--- config.mk ---
export PLATFORM = sky130hd
export DESIGN_NAME = eas_cell
export DESIGN_NICKNAME = d
export VERILOG_FILES = /design/src/sv/eas_pkg.sv /design/src/sv/eas_cell.sv
export SDC_FILE = /design/constraint.sdc
export NUM_CORES = 1
export LEC_CHECK = 0
export BUFFER_PORTS_ARGS = -buffer_cell sky130_fd_sc_hd__buf_2
export CAP_MARGIN = 20
export CORE_MARGIN = 2
export CORE_UTILIZATION = 30
export CTS_CLUSTER_SIZE = 20
export DETAILED_ROUTE_END_ITERATION = 8
export PLACE_DENSITY = 0.55
export SETUP_SLACK_MARGIN = 0.15
export SYNTH_ARGS = -nofsm -noshare
export SYNTH_HDL_FRONTEND = slang
export SYNTH_SLANG_ARGS = --single-unit
--- constraint.sdc ---
create_clock -name clk -period 8.9 [get_ports clk]
set_clock_uncertainty 0.1 [all_clocks]
set_input_delay 0.445 -clock clk [delete_from_list [all_inputs] [get_ports clk]]
set_output_delay 0.445 -clock clk [all_outputs]
set_load 0.01 [all_outputs]
--- src/sv/eas_pkg.sv ---
// Shared types and constants for the earliest alarm scheduler.
// Used by eas_cell and earliest_alarm_scheduler_top; depends on nothing.
package eas_pkg;

	localparam int CAPACITY = 16;
	localparam int IDX_W    = (CAPACITY > 2) ? $clog2(CAPACITY) : 1;

	localparam logic OP_INSERT = 1'b0;
	localparam logic OP_TICK   = 1'b1;

	typedef struct packed {
		logic        opcode;
		logic [13:0] alarm_room;
		logic [31:0] due_time;
		logic [31:0] now_time;
	} eas_req_t;

	typedef struct packed {
		logic        fired;
		logic [13:0] fired_room;
		logic [31:0] fired_time;
		logic        insert_overflow;
		logic [31:0] expired_count;
		logic [4:0]  pending_count;
	} eas_rsp_t;

	typedef struct packed {
		logic             op;
		logic [13:0]      room;
		logic [31:0]      due;
		logic [31:0]      now;
		logic             placed;
		logic             found;
		logic [IDX_W-1:0] idx;
		logic [31:0]      best_due;
		logic [13:0]      best_room;
		logic [31:0]      best_dist;
	} eas_wave_t;

	typedef struct packed {
		logic      active;
		eas_wave_t wave;
	} eas_link_t;

	typedef enum logic [1:0] {
		ST_IDLE,
		ST_BUSY,
		ST_FINISH
	} eas_state_t;

endpackage

--- src/sv/eas_cell.sv ---
// One alarm slot of the scheduler chain with its registered wave stage.
// Depends on eas_pkg.
module eas_cell import eas_pkg::*; (
	input  logic             clk,
	input  logic             arst_n,
	input  logic [IDX_W-1:0] cell_idx,
	input  logic [31:0]      seq,
	input  logic             kill,
	input  eas_link_t        link_in,
	output eas_link_t        link_out,
	output logic             slot_valid
);

	logic        valid_q;
	logic [31:0] due_q;
	logic [31:0] age_q;
	logic [13:0] room_q;
	logic        act_q;
	eas_wave_t   wave_q;

	eas_wave_t   w;
	eas_wave_t   nxt;
	logic [31:0] age_gap;
	logic        take_free;
	logic        is_due;
	logic        better;

	always_comb begin
		w         = link_in.wave;
		age_gap   = seq - age_q;
		take_free = link_in.active && (w.op == OP_INSERT) && !w.placed && !valid_q;
		is_due    = link_in.active && (w.op == OP_TICK) && valid_q && (due_q <= w.now);
		better    = !w.found || (due_q < w.best_due) ||
		            ((due_q == w.best_due) && (age_gap < w.best_dist));
		nxt       = w;
		if (take_free) begin
			nxt.placed = 1'b1;
		end
		if (is_due && better) begin
			nxt.found     = 1'b1;
			nxt.idx       = cell_idx;
			nxt.best_due  = due_q;
			nxt.best_room = room_q;
			nxt.best_dist = age_gap;
		end
	end

	always_ff @(posedge clk or negedge arst_n) begin
		if (!arst_n) begin
			valid_q <= 1'b0;
			act_q   <= 1'b0;
		end else begin
			act_q <= link_in.active;
			if (take_free) begin
				valid_q <= 1'b1;
			end else if (kill) begin
				valid_q <= 1'b0;
			end
		end
	end

	always_ff @(posedge clk) begin
		wave_q <= nxt;
		if (take_free) begin
			due_q  <= w.due;
			room_q <= w.room;
			age_q  <= seq;
		end
	end

	assign link_out.active = act_q;
	assign link_out.wave   = wave_q;
	assign slot_valid      = valid_q;

endmodule

-- Word level (Yosys, flattened, before mapping)
Index checks and enable logic that the tools add are counted.
- flip-flop bits (word level): 243
- output and inout port bits: 165
- word-level logic and storage cells: 38
- $add $sub $neg: 1
- $lt $le $gt $ge: 3
- equality and inequality tests: 1
- muxes and demuxes: 3
- bitwise gates (word level): 1
- reduce and logical (&&, ||, !) cells: 14
- operators with widths (kind ; count):
    82-bit 2-to-1 mux ; 1
    32-bit less-than comparator ; 2
    32-bit == test ; 1
    32-bit less-or-equal comparator ; 1
    32-bit subtractor ; 1
    1-bit logical AND ; 8
    1-bit logical NOT ; 3
    1-bit logical OR ; 2
    1-bit 2-to-1 mux ; 2
    2-bit nonzero test ; 1
    1-bit NOT ; 1

-- Longest topological paths before layout
Gate-level depths: netlist of the first run.
- word-level depth: 6
- gate-level depth with buffers: 23
- mapped depth without buffers: 21

-- Worst setup path before layout of the first run
Ideal clock, no wire load.
- kind: register to register
- from: register valid_q (netlist: slot_valid)
- to: register wave_q, in the netlist link_out[83]
- library setup time: 108 ps
- arrival time: 9338 ps
- data required time: 8692 ps
- setup slack: -646 ps
- cell stages (with the launch flop): 3
- buffers on the path: 0
- period minus slack after synthesis: 9546 ps
- path through: dfrtp_1 -> nor4b_1 -> or2_2
- word-level cells in the longest chain between the ends: 2
- ends and longest elaborated chain (what ; line ; source):
    from (decl) ; eas_cell.sv:14 ; logic valid_q;
    from (signal assigned) ; eas_cell.sv:50 ; valid_q <= 1'b0;
    from (signal assigned) ; eas_cell.sv:55 ; valid_q <= 1'b1;
    from (signal assigned) ; eas_cell.sv:57 ; valid_q <= 1'b0;
    1-bit logical NOT ; eas_cell.sv:31 ; take_free = link_in.active && (w.op == OP_INSERT) && !w.placed && !valid_q;
    1-bit logical AND ; eas_cell.sv:31 ;
    named net take_free ; eas_cell.sv:24 ; logic take_free;
    to (signal assigned) ; eas_cell.sv:63 ; wave_q <= nxt;
    to (decl) ; eas_cell.sv:19 ; eas_wave_t wave_q;
The timed path passes the listed nets, and every way through them passes these cells.
A chain may end at the register's enable or synchronous reset.

==> results of run 1 <==
## worst max path at each step
stage,endpoint,from,slack [ps]
after CTS,link_out[79]$_DFF_P_,seq[0],2640
after global routing,link_out[79]$_DFF_P_,seq[2],2200
after global placement,link_out[62]$_DFF_P_,seq[1],3260
final,link_out[79]$_DFF_P_,seq[2],2710
after floorplan,link_out[83]$_SDFF_PP1_,link_in[83],3350
after detailed placement,link_out[35]$_DFF_P_,seq[0],3140
## cells in the mapped netlist, drive strengths merged (4+ instances only)
master / n / area [µm²]
nand4: 27 / 169
o21bai: 4 / 30.0
nor2b: 6 / 37.5
a21oi: 59 / 295
nand2: 38 / 143
o21ai: 33 / 169
buf: 9 / 70.1
dfxtp: 163 / 3260
mux2: 75 / 845
nor4: 4 / 25.0
o31ai: 6 / 45.0
a21boi: 7 / 52.6
nor3: 11 / 55.1
edfxtp: 78 / 2340
a21o: 16 / 120
xnor2: 15 / 131
xor2: 9 / 78.8
nor2: 33 / 124
nand3: 14 / 70.1
inv: 138 / 518
a211oi: 7 / 52.6
o21a: 11 / 90.1
o211ai: 8 / 65.1
ha: 126 / 1580
## state kept, by name, summed over array words and instances, names as in the netlist
name        flops
link_out      163
age_q          32
due_q          32
room_q         14
act_q           1
slot_valid      1
## cell families after synthesis
family / count (synthesis) / synth area share
flip-flops: 243 / 0.525
AO/OA/AOI/OAI: 176 / 0.107
buffers and inverters: 149 / 0.0553
AND/OR/NAND/NOR: 148 / 0.0672
adder cells (fa/ha/maj): 127 / 0.148
multiplexers: 75 / 0.0784
XOR/XNOR: 24 / 0.0195
## through the flow
step,std cells,hold slack (ps)
5_1_grt,1944,10.4
3_3_place_gp,1762,131
2_1_floorplan,942,49.4
6_report,1944,33.1
3_5_place_dp,1762,132
4_1_cts,1943,0.687
## metal layers
metal | up-vias | share of wire
li1 | 4399 | -
met1 | 4061 | 0.43
met2 | 299 | 0.49
met3 | 41 | 0.058
met4 | 0 | 0.022
met5 | - | 0
## where the power goes
part / switching [W] / internal (W) / leakage [nW] / total, W
registers: 0.0000166 / 0.00120 / 2.11 / 0.00122
clock network: 0.000456 / 0.000655 / 0.436 / 0.00111
logic: 0.000220 / 0.000204 / 4.74 / 0.000424
## final cells by class
type / instances / area (µm²)
antenna: 1 / 2.50
clock buffer: 41 / 811
clock inverter: 8 / 68.8
fill: 3370 / 20100
inverter: 138 / 518
multi-input combinational: 550 / 4550
sequential: 243 / 5660
tap: 461 / 577
timing repair buffer: 502 / 3180
## critical path: stages
cell           delay (ps)
dlygate4sd3_1         530
buf_2                 130
ha_1                  360
o21a_1                190
o31a_1                120
o31ai_1               520
a21boi_1              230
a21oi_1               380
nor2_1                120
o31a_1                300
and2_1                160
ha_1                  330
nand4_1               180
nor4_1                360
o21ai_0               160
nand4_1               140
a41oi_1               100
o21ai_4               420
buf_4                 380
mux2_2                380
dlygate4sd3_1         550
## what timing repair did
item                                   in CTS  in global routing
setup buffers                               0                  0
endpoints found under the hold margin     174                  0
hold buffers                              132                  0
==> results.json, run 1 <==
{
  "die_w_um": 194,
  "area_growth_syn_to_layout_pct": 42.6,
  "power_density_mw_per_mm2": 179,
  "placed_cell_area_mm2": 0.0132,
  "core_area_mm2": 0.0355,
  "die-area_mm2": 0.0375,
  "gr-usage-met2": 0.299,
  "dr.pass1.iters": 5,
  "critPathMaxFanout": 21,
  "p_leak_nw": 7.29,
  "fin_crit_ps": 6190,
  "drive_gt1_frac": 0.327,
  "synthArstFlopShare": 0.00823,
  "status": "finished clean",
  "hp-start": "link_in[71]",
  "avgSynthCellArea_um2": 11.4,
  "ios": 368,
  "min_path_cells": 2,
  "finalHoldViolCount": 0,
  "worstPathArrival_ps": 6520,
  "vdd_drop_max_uv": 155,
  "ys_seq_area_frac": 0.525,
  "drc": 0,
  "r2r_cells": 20,
  "tightest_slew_ps": 957,
  "path_clk_slew_ps": 60,
  "rr_endpoint": "link_out[79]$_DFF_P_",
  "grt-ovfl-total": 0,
  "synth_edf_count": 78,
  "die_y_um": 194,
  "grt_start_max_net_pins": 60,
  "r2r_start": "age_q[1]$_DFFE_PP_",
  "via_per_inst": 4.53,
  "gp_routability_congestion": 0.827,
  "r2r_setup_slack_ps": 2880,
  "slew_headroom": 0.362,
  "worstHoldPathType": "input pin to flop",
  "grtUsageTotal": 0.166,
  "met3_usage": 0.0335,
  "top_usage_layer": "met2",
  "setup_viol": 0,
  "finalCritPeriodShare": 0.695,
  "cts_tree": "done",
  "ys_seq_elements": 243,
  "synthCells": 942,
  "clkSinkCount": 243,
  "ant_nets": 0,
  "finalNetCount": 1793,
  "report.final.slew_viol_count": 0,
  "hpwl_um": 24400,
  "finalPower_w": 0.00275,
  "met1_usage": 0.202,
  "portBuffers": 367,
  "numCtsBuffers": 28,
  "cts-resized-gates": 0,
  "end_kind": "flop",
  "start_util": 0.304,
  "syn_area_mm2": 0.0108,
  "layout_commonest_cell": "buf_2",
  "required_ps": 9230,
  "core.rowCount": 69,
  "startpoint_type": "input pin",
  "fmax_mhz": 162,
  "synth-main-ff-cell": "dfxtp_1",
  "synth_nets": 1272,
  "cts-root-buf": "clkbuf_16",
  "routedWlPerCell_um": 16.4,
  "grt_first_pass_wirelength_um": 49300,
  "worstSetupPathType": "input pin to flop",
  "fin_util": 0.433,
  "rsz0062_at_grt": "no",
  "antenna_found_initial": 1,
  "stdcell_area_mm2": 0.0154,
  "yosysWarnings": 0,
  "cts_buffer_depth": 3,
  "finalWorstSetupSlack_ps": 2710,
  "grt_pass1_vias": 9079,
  "final_cell_mix": "367 x buf_2, 163 x dfxtp_1, 138 x inv_1, 132 x dlygate4sd3_1, 126 x ha_1",
  "synth.distinct_cells": 62,
  "maxCapViolations": 0,
  "vias": 8800,
  "drtIter0Drc": 311,
  "pre_cts_ws_ps": 3140,
  "drt_wl_total_um": 31900,
  "hold_end": "link_out[71]$_DFF_P_",
  "clk_latency_ps": 550,
  "h-tree-depth": 1,
  "fin_setup_tns_ps": 0
}
No activity file was read; power rests on OpenSTA's default activity.
==> run 2, diff against run 1 <==
ABC_AREA = 1   (was default)
clock period = 5.45 ns   (was 8.9 ns; I/O delays follow)
==> run 2 against run 1 <==
Compared with the run above: register-to-register slack got worse by 2200 ps; cell count rose by 27%; sequential power increased by 63%; largest cell class unchanged; combinational power grew 87%.
==> results.json, run 2 <==
{
  "die-area_mm2": 0.0402,
  "min_path_cells": 2,
  "grt-ovfl-total": 0,
  "power_frac_clock": 0.427,
  "final_cells": 2476,
  "syn_area_mm2": 0.0116,
  "startpoint_type": "input pin",
  "h-tree-depth": 1,
  "numCtsBuffers": 29,
  "intPower_w": 0.00355,
  "worstSetupPathType": "input pin to flop",
  "ys_seq_area_frac": 0.488,
  "switchingPower_w": 0.00131,
  "slew_headroom": 0.526,
  "synthArstFlopShare": 0.00823,
  "worstPathArrival_ps": 5260,
  "synth-main-ff-cell": "dfxtp_1",
  "grt_pass1_vias": 11100,
  "drt_wl_total_um": 38400,
  "largest_reg_flops": 163,
  "hpwl_um": 28600,
  "yosysMostFrequentCell": "nand2_1",
  "grt_first_pass_wirelength_um": 59600,
  "synth_edf_count": 78,
  "grt_start_max_net_pins": 51,
  "cts_tree": "done",
  "avgSynthCellArea_um2": 8.51,
  "ys_seq_elements": 243,
  "report.final.slew_viol_count": 0,
  "tightest_slew_ps": 711,
  "cts_buffer_depth": 3,
  "synth.distinct_cells": 28,
  "synth_nets": 1691,
  "start_util": 0.306,
  "portBuffers": 367,
  "die_w_um": 201,
  "rsz0062_at_grt": "no",
  "power_frac_seq": 0.410,
  "vias": 10800,
  "status": "finished clean",
  "maxCapViolations": 0,
  "clk_latency_ps": 570,
  "ios": 368,
  "required_ps": 5860,
  "ant_nets": 0,
  "routedWlPerCell_um": 15.5,
  "antenna_found_initial": 2,
  "area_growth_syn_to_layout_pct": 46.6,
  "yosysWarnings": 0,
  "power_density_mw_per_mm2": 286,
  "p_leak_nw": 8.75,
  "drtIter0Drc": 403,
  "vdd_drop_max_uv": 254,
  "max_stage_delay_ps": 550,
  "sw_frac_of_total": 0.269,
  "core.rowCount": 71,
  "core_area_mm2": 0.0378,
  "clkSinkCount": 243,
  "worstHoldPathType": "input pin to flop",
  "critPathMaxFanout": 50,
  "drc": 0,
  "path_clk_slew_ps": 60,
  "fin_crit_ps": 4850,
  "setup_viol": 0,
  "finalNetCount": 2271,
  "finalCritPeriodShare": 0.890,
  "grtUsageTotal": 0.187,
  "synth_top_cells_by_count": "410 x nand2_1, 208 x inv_1, 163 x dfxtp_1",
  "cts-resized-gates": 0,
  "via_per_inst": 4.37,
  "layout_commonest_cell": "nand2_1",
  "end_kind": "flop",
  "drive_gt1_frac": 0.220,
  "r2r_cells": 27,
  "combPwrFrac": 0.163,
  "gp_routability_congestion": 0.939,
  "final_cell_mix": "409 x nand2_1, 367 x buf_2, 208 x inv_1, 203 x dlygate4sd3_1, 163 x dfxtp_1",
  "synthCells": 1361,
  "cpMaxStageDelayCell": "dlygate4sd3_1",
  "synth_top_area_share": 0.282,
  "synthTopCellsByArea": "dfxtp_1 28%, edfxtp_1 20%, ha_1 14%",
  "fmax_mhz": 206,
  "r2r_setup_slack_ps": 660,
  "die_y_um": 201,
  "finalHoldViolCount": 0,
  "fin_setup_tns_ps": 0,
  "cpMostUsedCell": "nand2_1",
  "yosysTopAreaCell": "dfxtp_1",
  "cts-root-buf": "clkbuf_16",
  "dp.cells": 2218,
  "dr.pass1.iters": 5,
  "fin_util": 0.449
}
==> run 2: power by group through the flow <==
stage	combinational [W]	sequential, W	clock [W]
finish	0.000791	0.00199	0.00208
global route	0.000891	0.00200	0.00221
CTS	0.000796	0.00199	0.00213
detailed placement	0.000675	0.00203	0
global placement	0.000667	0.00203	0
floorplan	0.000347	0.00207	0
==> run 2: final cells by class <==
class | count | area, µm²
diodes | 1 | 2.50
inverters | 208 | 781
clock inverters | 15 | 143
clock buffers | 39 | 910
repair buffers | 577 | 3920
multi-input cells | 882 | 4930
fillers | 3668 | 20900
well taps | 511 | 639
flip-flops and latches | 243 | 5660
==> run 2: worst paths after layout <==
path,startpoint,to
hold / removal,link_in[103],link_out[103]$_DFF_P_
setup reg to reg,age_q[0]$_DFFE_PP_,link_out[79]$_DFF_P_
max in group asynchronous,arst_n,slot_valid$_DFFE_PN0P_
hold reg to reg,room_q[9]$_DFFE_PP_,link_out[41]$_DFF_P_
setup / recovery,seq[0],link_out[79]$_DFF_P_
min in group asynchronous,arst_n,act_q$_DFF_PN0_
==> run 2: per-layer routing <==
metal / GRT usage / share of wire
met5: 0 / 0.00034
met4: 0.0696 / 0.041
met3: 0.0344 / 0.051
met2: 0.336 / 0.48
met1: 0.222 / 0.43
==> run 2: what timing repair did <==
item / CTS / global route
endpoints found under the hold margin: 245 / 0
hold buffers: 203 / 0
buffers inserted: 0 / 0
==> run 2: worst max-delay path: cells and delay by family <==
kind,cells,cell delay [ps]
AND/OR/NAND/NOR,21,2270
buffers and inverters,6,1840
adder cells (fa/ha/maj),3,850
==> run 2: kinds of logic after synthesis <==
| family | count (synthesis) | share of synthesized area |
|---|---|---|
| AND/OR/NAND/NOR | 621 | 0.219 |
| flip-flops | 243 | 0.488 |
| buffers and inverters | 236 | 0.0888 |
| adder cells (fa/ha/maj) | 127 | 0.138 |
| AO/OA/AOI/OAI | 116 | 0.0528 |
| XOR/XNOR | 18 | 0.0136 |
==> run 2: through the flow <==
step                hold WS [ps]  cell area (µm²)  setup WS [ps]  total power [W]
detailed placement         -38.2            13900           1060          0.00271
floorplan                   -123            11600           2340          0.00241
global placement           -38.7            13900           1120          0.00270
CTS                          213            17000            594          0.00492
global route                 237            17000            183          0.00510
finish                       254            17000            602          0.00486
